==> config.mk <==
export PLATFORM = sky130hd
export DESIGN_NAME = tcp_congestion_window_update_core
export DESIGN_NICKNAME = d
export VERILOG_FILES = /design/src/hw/rtl/tcwu_pkg.sv /design/src/hw/rtl/tcwu_ctrl.sv /design/src/hw/rtl/tcwu_datapath.sv /design/src/hw/rtl/tcp_congestion_window_update_core.sv
export SDC_FILE = /design/constraint.sdc
export NUM_CORES = 1
export LEC_CHECK = 0
export BUFFER_PORTS_ARGS = -buffer_cell sky130_fd_sc_hd__buf_2
export CAP_MARGIN = 40
export CORE_MARGIN = 2
export CORE_UTILIZATION = 57
export CTS_BUF_LIST = sky130_fd_sc_hd__clkbuf_16
export DETAILED_ROUTE_END_ITERATION = 12
export PLACE_DENSITY = 0.78
export SYNTH_ARGS = -nofsm -noshare
export SYNTH_HDL_FRONTEND = slang
export SYNTH_SLANG_ARGS = --single-unit
==> constraint.sdc <==
create_clock -name clock -period 5.95 [get_ports clock]
set_input_delay 1.19 -clock clock [delete_from_list [all_inputs] [get_ports clock]]
set_output_delay 1.19 -clock clock [all_outputs]
set_load 0.05 [all_outputs]
==> src/hw/rtl/tcwu_pkg.sv <==
// Package for the congestion window update core: field widths, reset values,
// event and register codes, and the command and status bundles between the
// controller and the datapath. No dependencies.
package tcwu_pkg;

   localparam int OP_W    = 2;
   localparam int ACK_W   = 15;
   localparam int SEG_W   = 13;
   localparam int CFG_W   = 16;
   localparam int WIN_W   = 20;
   localparam int SQ_W    = 2 * SEG_W;
   localparam int IDX_W   = 2;
   localparam int REQ_TDATA_W = 16;
   localparam int RSP_TDATA_W = 48;

   localparam int SEQ_SPACE_DEF = 25600;
   localparam int ACK_MAX       = (1 << ACK_W) - 1;

   localparam logic [WIN_W-1:0] WIN_MAX        = {WIN_W{1'b1}};
   localparam logic [SEG_W-1:0] SEG_RST        = 13'd512;
   localparam logic [CFG_W-1:0] INIT_WIN_RST   = 16'd512;
   localparam logic [CFG_W-1:0] INIT_THR_RST   = 16'd5120;
   localparam logic [CFG_W-1:0] THR_FLOOR_RST  = 16'd1024;
   localparam logic [WIN_W-1:0] CWND_RST       = 20'd512;
   localparam logic [WIN_W-1:0] SSTHR_RST      = 20'd5120;

   localparam int DIV_STEPS = SQ_W;
   localparam int DIV_CNT_W = $clog2(DIV_STEPS);

   localparam logic [OP_W-1:0] OP_ACK     = 2'd0;
   localparam logic [OP_W-1:0] OP_TIMEOUT = 2'd1;
   localparam logic [OP_W-1:0] OP_RESTART = 2'd2;

   localparam logic [IDX_W-1:0] REG_SEGMENT_SIZE      = 2'd0;
   localparam logic [IDX_W-1:0] REG_INITIAL_WINDOW    = 2'd1;
   localparam logic [IDX_W-1:0] REG_INITIAL_THRESHOLD = 2'd2;
   localparam logic [IDX_W-1:0] REG_THRESHOLD_FLOOR   = 2'd3;

   typedef struct packed {
      logic load;
      logic eval;
      logic grow;
      logic div_start;
      logic div_step;
      logic div_apply;
      logic out_load;
   } cmd_type;

   typedef struct packed {
      logic is_ack;
      logic need_div;
   } status_type;

   // number of compare-subtract steps that reduce any ACK value below seq_space
   function automatic int mod_steps(input int seq_space);
      int k;
      k = 0;
      for (int j = 0; j < ACK_W + 1; j++) begin
         if ((seq_space << j) <= ACK_MAX) begin
            k = j + 1;
         end
      end
      return k;
   endfunction

endpackage

==> src/hw/rtl/tcwu_ctrl.sv <==
// Controller state machine of the congestion window update core.
// Sequences event evaluation, window growth and the divider.
// Depends on tcwu_pkg.
module tcwu_ctrl
   import tcwu_pkg::*;
(
   input  logic       clock,
   input  logic       reset,
   input  logic       req_tvalid,
   output logic       req_tready,
   output logic       rsp_tvalid,
   input  logic       rsp_tready,
   input  status_type status,
   output cmd_type    cmd
);

   typedef enum logic [2:0] {
      S_IDLE,
      S_EVAL,
      S_GROW,
      S_DIV,
      S_APPLY,
      S_DONE
   } state_type;

   state_type            state_ff, state_in;
   logic                 valid_ff, valid_in;
   logic [DIV_CNT_W-1:0] cnt_ff, cnt_in;
   logic                 can_load;

   assign req_tready = (state_ff == S_IDLE);
   assign rsp_tvalid = valid_ff;
   assign can_load   = !valid_ff || rsp_tready;

   always_comb begin
      state_in = state_ff;
      cnt_in   = cnt_ff;
      valid_in = rsp_tready ? 1'b0 : valid_ff;
      cmd      = '0;
      case (state_ff)
         S_IDLE: begin
            if (req_tvalid) begin
               cmd.load = 1'b1;
               state_in = S_EVAL;
            end
         end
         S_EVAL: begin
            cmd.eval = 1'b1;
            state_in = status.is_ack ? S_GROW : S_DONE;
         end
         S_GROW: begin
            if (status.need_div) begin
               cmd.div_start = 1'b1;
               cnt_in        = DIV_CNT_W'(DIV_STEPS - 1);
               state_in      = S_DIV;
            end else begin
               cmd.grow = 1'b1;
               state_in = S_DONE;
            end
         end
         S_DIV: begin
            cmd.div_step = 1'b1;
            cnt_in       = cnt_ff - 1'b1;
            if (cnt_ff == '0) begin
               state_in = S_APPLY;
            end
         end
         S_APPLY: begin
            cmd.div_apply = 1'b1;
            state_in      = S_DONE;
         end
         S_DONE: begin
            if (can_load) begin
               cmd.out_load = 1'b1;
               valid_in     = 1'b1;
               state_in     = S_IDLE;
            end
         end
         default: begin
            state_in = S_IDLE;
         end
      endcase
   end

   always_ff @(posedge clock) begin
      if (reset) begin
         state_ff <= S_IDLE;
         valid_ff <= 1'b0;
         cnt_ff   <= '0;
      end else begin
         state_ff <= state_in;
         valid_ff <= valid_in;
         cnt_ff   <= cnt_in;
      end
   end

endmodule

==> src/hw/rtl/tcwu_datapath.sv <==
// Datapath of the congestion window update core: configuration registers,
// window state, ACK history, restoring divider and the result register.
// Depends on tcwu_pkg.
module tcwu_datapath
   import tcwu_pkg::*;
#(
   parameter int SEQ_SPACE = SEQ_SPACE_DEF
)(
   input  logic                   clock,
   input  logic                   reset,
   input  logic                   csr_wr_en,
   input  logic [IDX_W-1:0]       csr_index,
   input  logic [CFG_W-1:0]       csr_wr_data,
   input  logic [OP_W-1:0]        req_opcode,
   input  logic [ACK_W-1:0]       req_ack_number,
   input  cmd_type                cmd,
   output status_type             status,
   output logic [WIN_W-1:0]       rsp_window,
   output logic [WIN_W-1:0]       rsp_threshold,
   output logic                   rsp_mode,
   output logic                   rsp_fast_retransmit
);

   localparam int MOD_STEPS = mod_steps(SEQ_SPACE);

   logic [SEG_W-1:0] seg_ff;
   logic [CFG_W-1:0] iwin_ff, ithr_ff, floor_ff;

   logic [OP_W-1:0]  op_ff;
   logic [ACK_W-1:0] ack_ff;
   logic [ACK_W-1:0] hist_ff [3];
   logic [WIN_W-1:0] cwnd_ff, thr_ff;
   logic             mode_ff, fr_ff;

   logic [WIN_W-1:0] rem_ff, dvs_ff;
   logic [SQ_W-1:0]  quo_ff;

   logic [WIN_W-1:0] win_out_ff, thr_out_ff;
   logic             mode_out_ff, fr_out_ff;

   logic [ACK_W:0]   ack_red;
   logic [WIN_W-1:0] halved;
   logic             triple;
   logic [WIN_W:0]   ss_sum;
   logic [SQ_W:0]    ca_sum;
   logic [WIN_W:0]   rem_sh;
   logic             rem_ge;

   // reduce the ACK number into the sequence space
   always_comb begin
      ack_red = {1'b0, req_ack_number};
      for (int i = MOD_STEPS - 1; i >= 0; i--) begin
         if (ack_red >= ((ACK_W + 1)'(SEQ_SPACE) << i)) begin
            ack_red = ack_red - ((ACK_W + 1)'(SEQ_SPACE) << i);
         end
      end
   end

   assign halved = ({1'b0, cwnd_ff[WIN_W-1:1]} > WIN_W'(floor_ff))
                   ? {1'b0, cwnd_ff[WIN_W-1:1]} : WIN_W'(floor_ff);
   assign triple = (hist_ff[1] == hist_ff[2]) && (hist_ff[2] == ack_ff);
   assign ss_sum = {1'b0, cwnd_ff} + (WIN_W + 1)'(seg_ff);
   assign ca_sum = (SQ_W + 1)'(cwnd_ff) + {1'b0, quo_ff};
   assign rem_sh = {rem_ff, quo_ff[SQ_W-1]};
   assign rem_ge = rem_sh >= {1'b0, dvs_ff};

   assign status.is_ack   = (op_ff == OP_ACK);
   assign status.need_div = mode_ff && (cwnd_ff >= thr_ff);

   always_ff @(posedge clock) begin
      if (reset) begin
         seg_ff   <= SEG_RST;
         iwin_ff  <= INIT_WIN_RST;
         ithr_ff  <= INIT_THR_RST;
         floor_ff <= THR_FLOOR_RST;
      end else if (csr_wr_en) begin
         case (csr_index)
            REG_SEGMENT_SIZE:      seg_ff   <= csr_wr_data[SEG_W-1:0];
            REG_INITIAL_WINDOW:    iwin_ff  <= csr_wr_data;
            REG_INITIAL_THRESHOLD: ithr_ff  <= csr_wr_data;
            REG_THRESHOLD_FLOOR:   floor_ff <= csr_wr_data;
            default: ;
         endcase
      end
   end

   always_ff @(posedge clock) begin
      if (reset) begin
         cwnd_ff    <= CWND_RST;
         thr_ff     <= SSTHR_RST;
         mode_ff    <= 1'b0;
         fr_ff      <= 1'b0;
         hist_ff[0] <= '0;
         hist_ff[1] <= '0;
         hist_ff[2] <= '0;
      end else begin
         if (cmd.eval) begin
            fr_ff <= 1'b0;
            case (op_ff)
               OP_ACK: begin
                  hist_ff[0] <= hist_ff[1];
                  hist_ff[1] <= hist_ff[2];
                  hist_ff[2] <= ack_ff;
                  if (triple) begin
                     thr_ff  <= halved;
                     cwnd_ff <= halved;
                     mode_ff <= 1'b1;
                     fr_ff   <= 1'b1;
                  end
               end
               OP_TIMEOUT: begin
                  thr_ff  <= halved;
                  cwnd_ff <= WIN_W'(seg_ff);
                  mode_ff <= 1'b0;
               end
               OP_RESTART: begin
                  cwnd_ff    <= WIN_W'(iwin_ff);
                  thr_ff     <= WIN_W'(ithr_ff);
                  mode_ff    <= 1'b0;
                  hist_ff[0] <= '0;
                  hist_ff[1] <= '0;
                  hist_ff[2] <= '0;
               end
               default: ;
            endcase
         end
         if (cmd.grow && !mode_ff) begin
            if (cwnd_ff < thr_ff) begin
               cwnd_ff <= ss_sum[WIN_W] ? WIN_MAX : ss_sum[WIN_W-1:0];
            end else begin
               mode_ff <= 1'b1;
            end
         end
         if (cmd.div_apply) begin
            cwnd_ff <= (ca_sum > (SQ_W + 1)'(WIN_MAX)) ? WIN_MAX : ca_sum[WIN_W-1:0];
         end
      end
   end

   always_ff @(posedge clock) begin
      if (cmd.load) begin
         op_ff  <= req_opcode;
         ack_ff <= ack_red[ACK_W-1:0];
      end
      if (cmd.div_start) begin
         rem_ff <= '0;
         quo_ff <= SQ_W'(seg_ff) * SQ_W'(seg_ff);
         dvs_ff <= (cwnd_ff == '0) ? WIN_W'(1) : cwnd_ff;
      end else if (cmd.div_step) begin
         rem_ff <= rem_ge ? WIN_W'(rem_sh - {1'b0, dvs_ff}) : rem_sh[WIN_W-1:0];
         quo_ff <= {quo_ff[SQ_W-2:0], rem_ge};
      end
      if (cmd.out_load) begin
         win_out_ff  <= cwnd_ff;
         thr_out_ff  <= thr_ff;
         mode_out_ff <= mode_ff;
         fr_out_ff   <= fr_ff;
      end
   end

   assign rsp_window          = win_out_ff;
   assign rsp_threshold       = thr_out_ff;
   assign rsp_mode            = mode_out_ff;
   assign rsp_fast_retransmit = fr_out_ff;

endmodule

==> src/hw/rtl/tcp_congestion_window_update_core.sv <==
// Top level of the congestion window update core: joins the controller and
// the datapath and maps the stream and register ports. Depends on tcwu_pkg,
// tcwu_ctrl and tcwu_datapath.
//
// Usage: each beat on the req_ channel is one event (ACK, timeout, restart;
// the event code rides in req_tuser). Each event yields exactly one beat on
// the rsp_ channel carrying window, threshold, mode and fast-retransmit flag.
// One event is in work at a time. Timeout, restart and unused events pass
// from evaluation straight to the done state, where the result loads; an ACK
// that does not grow by division passes through the grow state as well. An
// ACK in congestion avoidance runs the restoring divider for segment squared
// over window, one quotient bit per cycle over 26 bits, and adds the quotient
// to the window. The next event is taken the cycle after the result loads.
// The result sits in an output register; the next event is accepted while it
// waits. When the receiver stalls, a finished result holds the core until
// the previous one is taken. Synchronous reset loads the default registers,
// a window of 512, a threshold of 5120, slow start and a zero ACK history;
// no clearing pass is needed. Write csr_ registers only while idle.
module tcp_congestion_window_update_core
   import tcwu_pkg::*;
#(
   parameter int SEQ_SPACE = SEQ_SPACE_DEF
)(
   input  logic                   clock,
   input  logic                   reset,
   input  logic                   csr_wr_en,
   input  logic [IDX_W-1:0]       csr_index,
   input  logic [CFG_W-1:0]       csr_wr_data,
   input  logic                   req_tvalid,
   output logic                   req_tready,
   input  logic [REQ_TDATA_W-1:0] req_tdata,   // ack_number[14:0], zero [15]
   input  logic [OP_W-1:0]        req_tuser,   // opcode[1:0]
   output logic                   rsp_tvalid,
   input  logic                   rsp_tready,
   output logic [RSP_TDATA_W-1:0] rsp_tdata    // window[19:0], threshold[39:20],
                                               // mode[40], fast_retransmit[41], zero
);

   cmd_type          cmd;
   status_type       status;
   logic [WIN_W-1:0] rsp_window, rsp_threshold;
   logic             rsp_mode, rsp_fast_retransmit;

   tcwu_ctrl u_ctrl (
      .clock      (clock),
      .reset      (reset),
      .req_tvalid (req_tvalid),
      .req_tready (req_tready),
      .rsp_tvalid (rsp_tvalid),
      .rsp_tready (rsp_tready),
      .status     (status),
      .cmd        (cmd)
   );

   tcwu_datapath #(
      .SEQ_SPACE (SEQ_SPACE)
   ) u_datapath (
      .clock               (clock),
      .reset               (reset),
      .csr_wr_en           (csr_wr_en),
      .csr_index           (csr_index),
      .csr_wr_data         (csr_wr_data),
      .req_opcode          (req_tuser),
      .req_ack_number      (req_tdata[ACK_W-1:0]),
      .cmd                 (cmd),
      .status              (status),
      .rsp_window          (rsp_window),
      .rsp_threshold       (rsp_threshold),
      .rsp_mode            (rsp_mode),
      .rsp_fast_retransmit (rsp_fast_retransmit)
   );

   assign rsp_tdata = {6'b0, rsp_fast_retransmit, rsp_mode, rsp_threshold, rsp_window};

endmodule

==> flow_summary.yaml <==
outcome:
  status: "completed"
sta:
  setup_violations: 0
  slew_headroom_pct: 37.7
  timing.final.crit_share_pct: 95.7
  fin_crit_ns: 5.70
  final_max_slew_viol_count: 0
  hold_viol_final: 0
  fin_setup_tns_ns: 0
  whs_ns: 0.449
  skew_ns: 0.0297
  layout_setup_ws_ns: 0.253
  worstMarginPinSlew_ns: 0.934
  fmax_ghz: 0.176
finish:
  diodes: 0
  post_route_cells_drive_above_1_share_pct: 10.4
  nets: 2551
  n_fill_cell: 2743
  instances_no_fill: 2719
  area_growth_pct: 10.4
routing:
  first_pass_iters: 6
  drc: 0
  drt_iter0_markers: 1445
  drt_wl_total_um: 51000
  vias_per_cell: 5.90
  vias: 16037
  ant_nets: 0
  drt-wirelength-per-cell_um: 18.8
clocking:
  cts_buffers: 29
  cts_tree: "done"
  htreeDepth: 1
  clock_sinks: 265
  post_cts_buffers: 0
  root_buffer: "clkbuf_16"
  clk_pin_slew_ns: 0.06
  postCtsHoldBufs: 0
  clkLatencyLatePin_ns: 0.57
  clk_path_buf_depth: 3
critical_path:
  startpoint: "u_datapath.seg_ff[6]$_SDFFE_PP0P_"
  cp-start-kind: "flop"
  path_buf_inv: 5
  worstPathMaxFanout: 11
  crit_cells: 22
  critical_path_class: "reg2reg"
  cp_top_family: "adder cells"
  arrival_ns: 5.98
  reg2reg_depth: 22
  worstReg2RegEnd: "u_datapath.quo_ff[25]$_DFFE_PP_"
  crit_required_ns: 6.24
  slowest_stage: "fa_1"
  end_kind: "flop"
  cpPeakStageDelay_ns: 0.54
  rr_startpoint: "u_datapath.seg_ff[6]$_SDFFE_PP0P_"
  path_cells: "buf_4 -> and2_1 -> ha_1 -> or2_2 -> fa_1 -> inv_1 -> fa_1 -> inv_1 -> fa_1 -> inv_1 -> fa_1 -> inv_1 -> ha_1 -> o211ai_1 -> a211o_1 -> a211o_1 -> nand2_1 -> o221ai_1 -> o2111ai_1 -> a21oi_1 -> xnor2_1 -> o21ai_1"
  regToRegSetupSlack_ns: 0.25
  cp-endpoint: "u_datapath.quo_ff[25]$_DFFE_PP_"
placed_design:
  gp_congestion: 0.967
  dpl.cell_count: 2665
  pre_cts_slack_ns: 0.109
  place_hpwl_um: 38500
  portBuffers: 82
yosys:
  netlist_top_cells_count: "271 x inv_1, 266 x nand2_1, 178 x a21oi_1"
  yosysSeqAreaShare_pct: 33.9
  ys_ff_latch: 265
  synthesis.area_mm2: 0.0196
  syn_avg_cell_area_um2: 8.97
  synth_cell_types: 86
  yosysTopAreaCellShare_pct: 20.5
  yosys_warnings: 0
  synth_edf_count: 134
  synthArstFlopShare_pct: 0
  ys.flop_type: "edfxtp_1"
  yosys.area.top_type: "edfxtp_1"
  synth_area_leaders: "edfxtp_1 21%, dfxtp_1 13%, ha_1 10%, fa_1 10%, inv_1 5.2%"
  synthCells: 2184
  post-synth-top-count-cell: "inv_1"
grt:
  grt_pass1_vias: 15592
  antenna_found_initial: 0
  track_usage_pct: 28.3
  overflow: 0
  grt_start_max_net_pins: 81
  grt_pass1_wl_um: 81000
floorplanning:
  dieArea_mm2: 0.0359
  io_pins: 91
  placementRows: 67
  start_util_pct: 58.2
  die_x_um: 189
  die_h_um: 189
  coreArea_mm2: 0.0337
min_path:
  hold_path.class: "reg2reg"
power:
  total_power_uw: 5140
  p_leak_uw: 0.00974
  power_density_mw_per_mm2: 237
  ir_worst_vdd_uv: 242
run:
  max-cap-violations: 0
cell type report:
cell class                      count  area [µm²]  share of cell area (%)
Clock buffer                       29         726                    3.35
Multi-Input combinational cell   1534       11500                    53.1
Clock inverter                     25         218                    1.01
Timing Repair Buffer              145         952                    4.40
Inverter                          273        1020                    4.73
Tap cell                          448         561                    2.59
Sequential cell                   265        6660                    30.8
power by group:
| part | switching (µW) | total (µW) | internal (µW) |
|---|---|---|---|
| Combinational | 754 | 1220 | 470 |
| Sequential | 107 | 2140 | 2030 |
| Clock | 750 | 1770 | 1020 |
| Total | 1610 | 5140 | 3530 |
cell families (layout without fill, tap and decap cells):
| group | count (synthesis) | in the layout | share of synthesized area, % |
|---|---|---|---|
| AND/OR/NAND/NOR | 643 | 643 | 15.6 |
| AO/OA/AOI/OAI | 509 | 509 | 16.8 |
| buffers and inverters | 392 | 472 | 7.81 |
| flip-flops | 265 | 265 | 33.9 |
| adder cells (fa/ha/maj) | 262 | 262 | 20.6 |
| XOR/XNOR | 79 | 79 | 3.53 |
| multiplexers | 33 | 33 | 1.75 |
| other | 1 | 8 | 0.0191 |
layout by cell type, fill, tap and decap left out, types with 56 or more instances in the layout:
cell,n
and2_1,68
ha_1,162
buf_2,81
a21oi_1,176
dfxtp_1,119
nand2_1,266
inv_1,277
edfxtp_1,134
buf_4,56
fa_1,100
nor2_1,107
worst min path at each step:
stage	startpoint	endpoint	depth (start not counted)
after floorplan	u_datapath.fr_ff$_SDFFE_PP0N_	u_datapath.rsp_fast_retransmit$_DFFE_PP_	0
after global placement	u_datapath.fr_ff$_SDFFE_PP0N_	u_datapath.rsp_fast_retransmit$_DFFE_PP_	0
after detailed placement	u_datapath.fr_ff$_SDFFE_PP0N_	u_datapath.rsp_fast_retransmit$_DFFE_PP_	0
after CTS	u_datapath.fr_ff$_SDFFE_PP0N_	u_datapath.rsp_fast_retransmit$_DFFE_PP_	0
after global routing	u_datapath.fr_ff$_SDFFE_PP0N_	u_datapath.rsp_fast_retransmit$_DFFE_PP_	0
final	u_datapath.fr_ff$_SDFFE_PP0N_	u_datapath.rsp_fast_retransmit$_DFFE_PP_	0
repair_timing:
action	4_1_cts	5_1_grt
hold endpoints to repair	0	0
resized for setup	0	23
endpoints found under the setup margin	0	5
metrics by stage:
stage                     utilization (%)  instance area (µm²)
final                                64.2                21600
after global routing                 64.2                21600
after CTS                            64.1                21600
after detailed placement             61.3                20600
after global placement               60.9                20500
after floorplan                         -                19600
layer usage:
metal	global-route usage, %	share of wire (%)	vias up
li1	-	-	7625
met1	38.3	42	7639
met2	45.7	46	641
met3	5.32	8.3	132
met4	9.96	3.6	0
met5	0	0	-
state kept, by name (all words and copies together), names as in the netlist, 19 cells and up:
name,cells
u_datapath.thr_ff,19
u_datapath.quo_ff,26
u_datapath.cwnd_ff,20
u_datapath.hist_ff,30
u_datapath.rem_ff,20
u_datapath.rsp_window,20
u_datapath.dvs_ff,20
u_datapath.rsp_threshold,19
No activity file was read; power rests on OpenSTA's default activity.
